--- src/rtl/mbs_pkg.sv ---
// Shared constants, types and helper functions of the bitrate selector.
package mbs_pkg;

  localparam int MAX_REPS   = 8;
  localparam int HORIZON    = 5;
  localparam int HIST_DEPTH = 5;

  localparam int REP_W   = 3;
  localparam int CNT_W   = 3;
  localparam int STEP_W  = 3;
  localparam int DT_W    = 48;
  localparam int SUM_W   = 51;
  localparam int ACC_W   = 50;
  localparam int BSUM_W  = 19;
  localparam int REBUF_W = 40;

  localparam logic [REBUF_W-1:0] REBUF_CAP = '1;
  localparam logic signed [63:0] BEST_INIT = -64'sd25600000000000000;

  localparam int CFG_IDX_W  = 3;
  localparam int CFG_DATA_W = 64;

  localparam logic [CFG_IDX_W-1:0] CFG_REP_COUNT  = 3'd0;
  localparam logic [CFG_IDX_W-1:0] CFG_BR_LOW     = 3'd1;
  localparam logic [CFG_IDX_W-1:0] CFG_BR_HIGH    = 3'd2;
  localparam logic [CFG_IDX_W-1:0] CFG_SEG_DUR    = 3'd3;
  localparam logic [CFG_IDX_W-1:0] CFG_REBUF_WGT  = 3'd4;
  localparam logic [CFG_IDX_W-1:0] CFG_SMOOTH_WGT = 3'd5;

  typedef struct packed {
    logic        start;
    logic [63:0] num;
    logic [63:0] den;
  } div_req_t;

  typedef struct packed {
    logic        done;
    logic [63:0] quo;
  } div_rsp_t;

  function automatic logic [15:0] rep_bitrate(input logic [63:0] lo, input logic [63:0] hi,
                                              input logic [REP_W-1:0] r);
    logic [127:0] packed_br;
    packed_br = {hi, lo};
    return packed_br[r*16 +: 16];
  endfunction

  function automatic logic [31:0] sat32(input logic [63:0] q);
    return (q[63:32] != 32'd0) ? 32'hFFFF_FFFF : q[31:0];
  endfunction

  // throughput sample: saturate and never report zero
  function automatic logic [31:0] rate_sat(input logic [63:0] q);
    logic [31:0] s;
    s = sat32(q);
    return (s == 32'd0) ? 32'd1 : s;
  endfunction

endpackage

--- src/rtl/mbs_div.sv ---
// Shared iterative 64/64 restoring divider, one quotient bit per cycle.
module mbs_div import mbs_pkg::*; (
  input  logic     clk,
  input  logic     rst_n,
  input  div_req_t req,
  output div_rsp_t rsp
);

  logic [63:0] rem_r, rem_nxt;
  logic [63:0] quo_r, quo_nxt;
  logic [63:0] den_r, den_nxt;
  logic [6:0]  cnt_r, cnt_nxt;
  logic        busy_r, busy_nxt;
  logic        done_r, done_nxt;
  logic [64:0] sh;
  logic [64:0] diff;

  always_comb begin
    rem_nxt  = rem_r;
    quo_nxt  = quo_r;
    den_nxt  = den_r;
    cnt_nxt  = cnt_r;
    busy_nxt = busy_r;
    done_nxt = 1'b0;
    sh       = {rem_r, quo_r[63]};
    diff     = sh - {1'b0, den_r};
    if (req.start) begin
      rem_nxt  = '0;
      quo_nxt  = req.num;
      den_nxt  = req.den;
      cnt_nxt  = 7'd64;
      busy_nxt = 1'b1;
    end else if (busy_r) begin
      if (sh >= {1'b0, den_r}) begin
        rem_nxt = diff[63:0];
        quo_nxt = {quo_r[62:0], 1'b1};
      end else begin
        rem_nxt = sh[63:0];
        quo_nxt = {quo_r[62:0], 1'b0};
      end
      cnt_nxt = cnt_r - 7'd1;
      if (cnt_r == 7'd1) begin
        busy_nxt = 1'b0;
        done_nxt = 1'b1;
      end
    end
  end

  always_ff @(posedge clk) begin
    if (!rst_n) begin
      busy_r <= 1'b0;
      done_r <= 1'b0;
      cnt_r  <= '0;
    end else begin
      busy_r <= busy_nxt;
      done_r <= done_nxt;
      cnt_r  <= cnt_nxt;
    end
  end

  always_ff @(posedge clk) begin
    rem_r <= rem_nxt;
    quo_r <= quo_nxt;
    den_r <= den_nxt;
  end

  assign rsp.done = done_r;
  assign rsp.quo  = quo_r;

endmodule

--- config.mk ---
export PLATFORM = sky130hd
export DESIGN_NAME = mbs_div
export DESIGN_NICKNAME = d
export VERILOG_FILES = /design/src/rtl/mbs_pkg.sv /design/src/rtl/mbs_div.sv
export SDC_FILE = /design/constraint.sdc
export NUM_CORES = 1
export LEC_CHECK = 0
export ABC_CLOCK_PERIOD_IN_PS = 2800
export BUFFER_PORTS_ARGS = -buffer_cell sky130_fd_sc_hd__buf_2
export CAP_MARGIN = 30
export CORE_ASPECT_RATIO = 0.8
export CORE_MARGIN = 2
export CORE_UTILIZATION = 52
export DETAILED_ROUTE_END_ITERATION = 8
export PLACE_DENSITY_LB_ADDON = 0.05
export SYNTH_ARGS = -nofsm -noshare
export SYNTH_HDL_FRONTEND = slang
export SYNTH_SLANG_ARGS = --single-unit
export TNS_END_PERCENT = 50
--- constraint.sdc ---
create_clock -name clk -period 2.8 [get_ports clk]
set_clock_uncertainty 0.1 [all_clocks]
set_input_delay 0.42 -clock clk [delete_from_list [all_inputs] [get_ports clk]]
set_output_delay 0.42 -clock clk [all_outputs]
set_load 0.01 [all_outputs]
# ---- Word level (Yosys, flattened, before mapping)
# Index checks and enable logic that the tools add are counted.
dict set report op_classes {
  addsub 2
  order_cmp 1
  n_eq_ne 1
  n_mux 10
  bitwise_logic 2
  n_reduce_logical 3
}
# operator n
set ops {}
lappend ops {{64-bit two-way mux} 3}
lappend ops {{65-bit by 64-bit >= comparator with 1-bit output} 1}
lappend ops {{64-bit subtractor} 1}
lappend ops {{7-bit two-way mux} 2}
lappend ops {{7-bit by 1-bit == test with 1-bit output (second input constant)} 1}
lappend ops {{7-bit by 1-bit subtractor with 7-bit output (second input constant)} 1}
lappend ops {{1-bit two-way mux} 5}
lappend ops {{3-bit OR reduction} 1}
lappend ops {{1-bit NOT} 2}
lappend ops {{2-bit nonzero test} 1}
lappend ops {{2-bit OR reduction} 1}
dict set report word_totals {
  reg_bits 201
  inputBits 131
  output_inout_bits 65
  elab_cells 26
}

# ---- Logic depth before layout (Yosys ltp)
# Gate-level depths: netlist (run 1).
dict set report depth {
  ltp_word 4
  depth_mapped 15
  mapped_depth_nobuf 13
}

# ---- Worst setup path before layout (run 1)
# No wires, ideal clock.
dict set report synth_path {
  kind {register to register}
  start {register quo_r[63]}
  end {register rem_r[60]}
  setup_time_ps 95
  t_arrival_ps 2700
  required_time_ps 2605
  slack_ps -95
  path_stages_with_launch 14
  n_path_buf 0
  synth_period_minus_slack_ps 2895
  cell_sequence {edfxtp_1 -> inv_1 -> ha_1 -> fa_1 -> nor2b_1 -> o2111ai_1 -> nand3b_1 -> a21oi_2 -> a31oi_1 -> o211ai_1 -> a31oi_2 -> o211a_1 -> o31ai_1 -> a221oi_1}
}
dict set report synth_between {
  elab_chain_cells 2
  elab_cells_between_ends 3
  classes_between {1 x add/sub; 1 x order compare; 1 x mux}
}
# item line_no
set synth_rtl {}
lappend synth_rtl {{start, declared} mbs_div.sv:10} ;# logic [63:0] quo_r, quo_nxt;
lappend synth_rtl {{start signal, assigned} mbs_div.sv:63} ;# quo_r <= quo_nxt;
lappend synth_rtl {{64-bit subtractor or 65-bit by 64-bit >= comparator with 1-bit output (tied branches)} {mbs_div.sv:26, mbs_div.sv:34}}
lappend synth_rtl {{64-bit two-way mux (*)} mbs_div.sv:34} ;# if (sh >= {1'b0, den_r}) begin
lappend synth_rtl {{end signal, assigned} mbs_div.sv:62} ;# rem_r <= rem_nxt;
lappend synth_rtl {{end, declared} mbs_div.sv:9} ;# logic [63:0] rem_r, rem_nxt;
# Every way passes the cells marked *; elsewhere a longest branch is shown, timed or not.
# A chain may end at the register's enable or synchronous reset.

# ---- Worst setup path in the final report (run 1)
dict set report layout_path {
  start {register den_r[1]}
  end {register rem_r[13]}
}
dict set report layout_between {
  elab_chain_cells 2
  elab_cells_between_ends 3
  classes_between {1 x add/sub; 1 x order compare; 1 x mux}
}
# item line_no
set layout_rtl {}
lappend layout_rtl {{start, declared} mbs_div.sv:11} ;# logic [63:0] den_r, den_nxt;
lappend layout_rtl {{start signal, assigned} mbs_div.sv:64} ;# den_r <= den_nxt;
lappend layout_rtl {{64-bit subtractor or 65-bit by 64-bit >= comparator with 1-bit output (tied branches)} {mbs_div.sv:26, mbs_div.sv:34}}
lappend layout_rtl {{64-bit two-way mux (*)} mbs_div.sv:34}
# Marked as above.

==> results.txt, run 1 <==
Synth Cell Area: 12000 um2
kind of critical path: flip-flop to flip-flop
post-synth top area share: 32.1%
crit end category: flip-flop
Netlist cell types: 70
# diodes: 0
share of flip-flops with an asynchronous set or reset: 0%
Peak VDD IR: 0.000588 V
RSZ-0062 raised after global routing: yes
global route overflow: 0
Least-Margin Pin Slew: 0.897 ns
Final WS setup: -0.341 ns
layout cell share with drive strength beyond 1: 40.9%
wire length per cell: 17.7 um
Req. time, crit path: 3.12 ns
Via density: 5.59
Post-Syn Instances: 1254
Final Hold Fails: 0
CTS Root Cell: clkbuf_16
number of synthesized flops with an enable pin: 128
clock sinks: 201
GRT Total Usage: 28.7%
Net Count, Synth: 1452
# Max-Cap Violations: 0
pre-CTS worst setup slack: -0.494 ns
Yosys warning count: 0
TritonCTS clock tree: built
synth cell count leaders: 135 x nand2_1, 128 x edfxtp_1, 100 x nor2_1, 97 x a21oi_1, 89 x inv_1
Via Count: 11511
Die ar.: 24200 um2
Setup Total Neg Slack: -15.46 ns
worst min path class: primary input to flip-flop
cts bufs inserted: 22
Die Y: 140 um
largest net degree at the start of global routing: 106
Detailed Route WL: 36400 um
DRT antenna net count: 0
first-iteration detailed-routing DRC count: 1023
Final Critical Period: 3.14 ns
Synth area leaders: edfxtp_1 32%, dfxtp_1 12%, ha_1 6.9%
vias in the first global route: 11305
Post-synth top flop: edfxtp_1
total power: 10.4 mW
fill cell count: 1542
leading area contributor after synthesis: edfxtp_1
Final setup viols: 65
Top Ports: 196
die width: 174 um
failing checks: negative setup slack
most numerous cell in the Yosys netlist: nand2_1
mean post-synth cell area: 9.54 um2
Bufs on Longest Clock Path: 3
GPL Wtd Cong: 0.943
initial antenna violation count: 0
P per Cell Area: 591 nW/um2
Critical Path Fanout Max: 7
HPWL after detailed placement: 24400 um
flops & latches, synth: 201
crit path DAT: 3.46 ns
Initial Utilization: 53.2%
Static Leak: 7.71 nW
register area share after synthesis: 44.4%
max_slew headroom: 40.0%
H-tree Lvls: 1
Clock Latency Late Sink: 0.51 ns
max-slew violations: 0
NumNets Final: 1935
Initial DRT Pass Iterations: 5
first-pass GRT wire length: 57200 um
Startpoint Class: flip-flop
Fin Hold WS: 0.0235 ns
# rows: 49
final core area utilization: 78.4%
port bufs: 195
period utilisation layout: 112%
P&R area growth vs syn: 47.5%
status: finished with violations
Max Fclk: 318 MHz
Clock Pin Slew Worst Setup and Hold Paths: 0.06 ns
area of the core: 22500 um2
drt drc: 0
-- cells by family after synthesis --
group	after synthesis	share of synthesized area, %
XOR/XNOR	57	4.17
buffers and inverters	166	5.53
flip-flops	201	44.4
multiplexers	70	6.54
AO/OA/AOI/OAI	328	18.3
adder cells (fa/ha/maj)	67	7.07
AND/OR/NAND/NOR	365	14.0
-- final timing paths --
check / cells past startpoint / slack, ns / from / endpoint
hold reg to reg: 2 / 0.41 / cnt_r[1] / cnt_r[1]
setup reg to reg: 16 / -0.34 / den_r[1] / rem_r[13]
setup / recovery: 16 / -0.34 / den_r[1] / rem_r[13]
hold / removal: 1 / 0.02 / req[19] / den_r[19]
-- per-stage QoR --
step           area, um2  cells
4_1_cts            17200   2049
3_5_place_dp       15000   1929
5_1_grt            17600   2059
2_1_floorplan      12000   1254
6_report           17600   2059
3_3_place_gp       15000   1929
-- power breakdown --
group | leakage [nW] | internal [mW] | switching, mW
clock network | 0.378 | 1.92 | 1.20
registers | 1.87 | 3.46 | 0.149
logic | 5.46 | 1.81 | 1.88
-- layout by cell type, fill, tap and decap left out, types with 32 or more instances in the layout --
cell type | netlist | layout
a21o_1 | 32 | 32
edfxtp_1 | 128 | 128
a21oi_1 | 97 | 80
ha_1 | 66 | 45
dlygate4sd3_1 | 0 | 62
nand2_1 | 135 | 119
nor2_1 | 100 | 95
xnor2_1 | 34 | 34
inv_1 | 89 | 82
buf_4 | 1 | 243
buf_2 | 26 | 194
mux2_2 | 65 | 65
dfxtp_1 | 73 | 72
-- final cells by class --
type	count	area, um2	area share (%)
multi-input combinational	888	6830	38.7
sequential	201	5310	30.1
timing repair buffer	534	4000	22.7
clock buffer	29	618	3.50
tap	306	383	2.17
inverter	90	342	1.94
clock inverter	11	159	0.900
-- critical path: stages, from the launching register on --
cell and delay [ns]:
edfxtp_1 0.41, inv_2 0.10, ha_4 0.21, nor2b_4 0.12, o2111a_1 0.28, o211ai_1 0.29, nand3_4 0.15, a21o_4 0.25
a31oi_4 0.19, buf_6 0.13, o31ai_4 0.06, buf_12 0.15, buf_12 0.15, buf_12 0.13, nand2_4 0.05, o21ai_2 0.05
a211oi_2 0.22
-- metal layers --
layer	vias to the layer above	part of all wire (%)	global-route usage [%]
met5	-	0	0
met4	0	2.0	6.78
met3	54	8.4	4.84
met2	498	44	44.8
met1	5403	45	41.6
li1	5556	-	-
-- registers in the layout (all words and copies together) (netlist names) --
| name | flops |
|---|---|
| den_r | 64 |
| rem_r | 64 |
| quo_r | 64 |
| cnt_r | 7 |
| done_r | 1 |
| busy_r | 1 |
-- timing repair --
action                     CTS  global route
gates resized for setup    140            68
cloned                       4             4
setup endpoints to repair   65            65
hold endpoints to repair    62             0
hold buffers                62             0
setup buffers               15             7
pin swaps                   54            43
Power figures use the tool's default switching activity.
==> inputs of run 2 (changes only) <==
Settings changed: ABC_CLOCK_PERIOD_IN_PS 2800 to 3540, CORE_UTILIZATION 52 to 58.
Clock period 2.8 ns to 3.54 ns, I/O delays scaled along.
==> run 2 against run 1 <==
Net effect:
- the run now ends clean
- register-to-register slack gained 0.45 ns
- setup slack gained 0.45 ns
- highest routed layer unchanged
- first-iteration DRC count grew 7.6%
- largest cell class unchanged
- critical path type unchanged
- hold slack gained 0.063 ns
- sequential share of layout area grew 7.5 points
- utilization shrank 7.9 points
==> results.txt, run 2 (synthesis gave the netlist of run 1 again) <==
Via density: 5.88
clock share of power: 34.2%
TritonCTS clock tree: built
P per Cell Area: 512 nW/um2
P&R area growth vs syn: 18.1%
Layout Cells excl Fill: 1714
max-slew violations: 0
CTS Root Cell: clkbuf_16
H-tree Lvls: 1
Via Count: 10082
vias in the first global route: 9354
# Max-Cap Violations: 0
GPL Wtd Cong: 0.950
Final Critical Period: 3.43 ns
Critical Path Fanout Max: 24
CP cell instances: inv_1 > ha_1 > nand4_1 > nor3_4 > a21oi_1 > o21ai_1 > a31oi_4 > o31a_4 > buf_12 > and2_1 > a311oi_2 > nor3_1
Die Y: 132 um
most common cell after layout, fill and taps aside: buf_2
fill cell count: 1570
Top delay family on crit path: compound AO/OA/AOI/OAI gates
crit path DAT: 3.70 ns
NumNets Final: 1632
Sw Ratio: 30.5%
final core area utilization: 70.5%
clock sinks: 201
Die ar.: 21800 um2
die width: 165 um
Static Leak: 6.09 nW
Max Fclk: 291 MHz
period utilisation layout: 97.0%
Top Ports: 196
Int Pwr: 5.03 mW
top flop regs: den_r (64), quo_r (64), rem_r (64)
worst min path class: primary input to flip-flop
Peak VDD IR: 0.000443 V
DRT antenna net count: 0
cts bufs inserted: 22
global route overflow: 0
kind of critical path: flip-flop to flip-flop
first-pass GRT wire length: 47900 um
Detailed Route WL: 30200 um
Req. time, crit path: 3.80 ns
wire length per cell: 17.6 um
area of the core: 20000 um2
port bufs: 195
Clock Pin Slew Worst Setup and Hold Paths: 0.06 ns
commonest non-fill, non-tap cells in the layout: 194 x buf_2, 135 x nand2_1, 128 x edfxtp_1
Clock Latency Late Sink: 0.53 ns
Least-Margin Pin Slew: 1.02 ns
Startpoint Class: flip-flop
initial antenna violation count: 0
sequential fraction of design power: 39.6%
Initial DRT Pass Iterations: 6
status: completed
crit-path max cell delay: 0.49 ns
first-iteration detailed-routing DRC count: 1101
crit end category: flip-flop
Final setup viols: 0
Crit path buffers/inverters: 2
NetSw: 2.20 mW
# rows: 46
drt drc: 0
HPWL after detailed placement: 22000 um
Final Hold Fails: 0
Bufs on Longest Clock Path: 3
combinational share of power: 26.3%
# diodes: 0
GRT Total Usage: 27.1%
Initial Utilization: 59.7%
max_slew headroom: 31.8%
slowest CP cell: ha_1
Post-Place Cells: 1673
layout cell share with drive strength beyond 1: 24.7%
largest net degree at the start of global routing: 65
[run 2: changes by cell type in the layout (fill, tap and decap cells not counted), moves of 13 or more]
cell           previous run  this run
buf_4                   243        35
a21oi_2                  17         1
nand2_2                  13         0
dlygate4sd3_1            62         0
o21ai_1                  19         6
buf_6                    16         1
nand2_1                 119       135
o21ai_0                  30        50
ha_1                     45        64
a21oi_1                  80        96
ha_4                     14         0
[run 2: metrics by stage]
stage / instance area, um2 / power (mW) / hold slack [ns] / TNS (ns) / worst slack, ns
after floorplan: 12000 / 4.17 / 0.353 / 0 / 0.544
after global placement: 13300 / 4.71 / 0.373 / 0 / 0.130
after detailed placement: 13300 / 4.74 / 0.385 / 0 / 0.0824
after CTS: 14000 / 7.22 / 0.0696 / 0 / 0.0576
after global routing: 14100 / 7.58 / 0.0746 / -0.0222 / -0.0210
final: 14100 / 7.23 / 0.0861 / 0 / 0.108
[run 2: power by group through the flow]
| stage | Sequential, mW | Clock [mW] | Combinational [mW] |
|---|---|---|---|
| 2_1_floorplan | 2.92 | 0 | 1.25 |
| 3_3_place_gp | 2.90 | 0 | 1.81 |
| 3_5_place_dp | 2.91 | 0 | 1.83 |
| 4_1_cts | 2.86 | 2.51 | 1.85 |
| 5_1_grt | 2.89 | 2.60 | 2.09 |
| 6_report | 2.86 | 2.47 | 1.90 |
[run 2: layer usage]
layer  vias to the layer above  GRT usage [%]  wire length (um)
met2                       416           39.5             12700
met4                         0           5.85               542
li1                       4937              -                 -
met1                      4685           42.3             14600
met5                         -              0                 0
met3                        44           4.36              2390
[run 2: layout make-up]
| type | instances | area (um2) | share of cell area [%] |
|---|---|---|---|
| Inverter | 90 | 338 | 2.39 |
| Tap cell | 264 | 330 | 2.34 |
| Multi-Input combinational cell | 887 | 6080 | 43.0 |
| Sequential cell | 201 | 5310 | 37.6 |
| Clock buffer | 28 | 614 | 4.35 |
| Clock inverter | 12 | 169 | 1.20 |
| Timing Repair Buffer | 232 | 1280 | 9.10 |
[run 2: worst paths after layout]
kind | slack [ns] | to | depth (start not counted) | start
worst max-delay path | 0.11 | rem_r[36] | 12 | den_r[45]
worst min-delay path | 0.09 | den_r[2] | 1 | req[2]
worst max register to register | 0.11 | rem_r[36] | 12 | den_r[45]
worst min register to register | 0.39 | rem_r[22] | 2 | rem_r[22]
[run 2: timing repair]
item,4_1_cts,5_1_grt
hold buffers,0,0
resized for setup,0,15
endpoints found under the setup margin,0,28
setup buffers,0,1
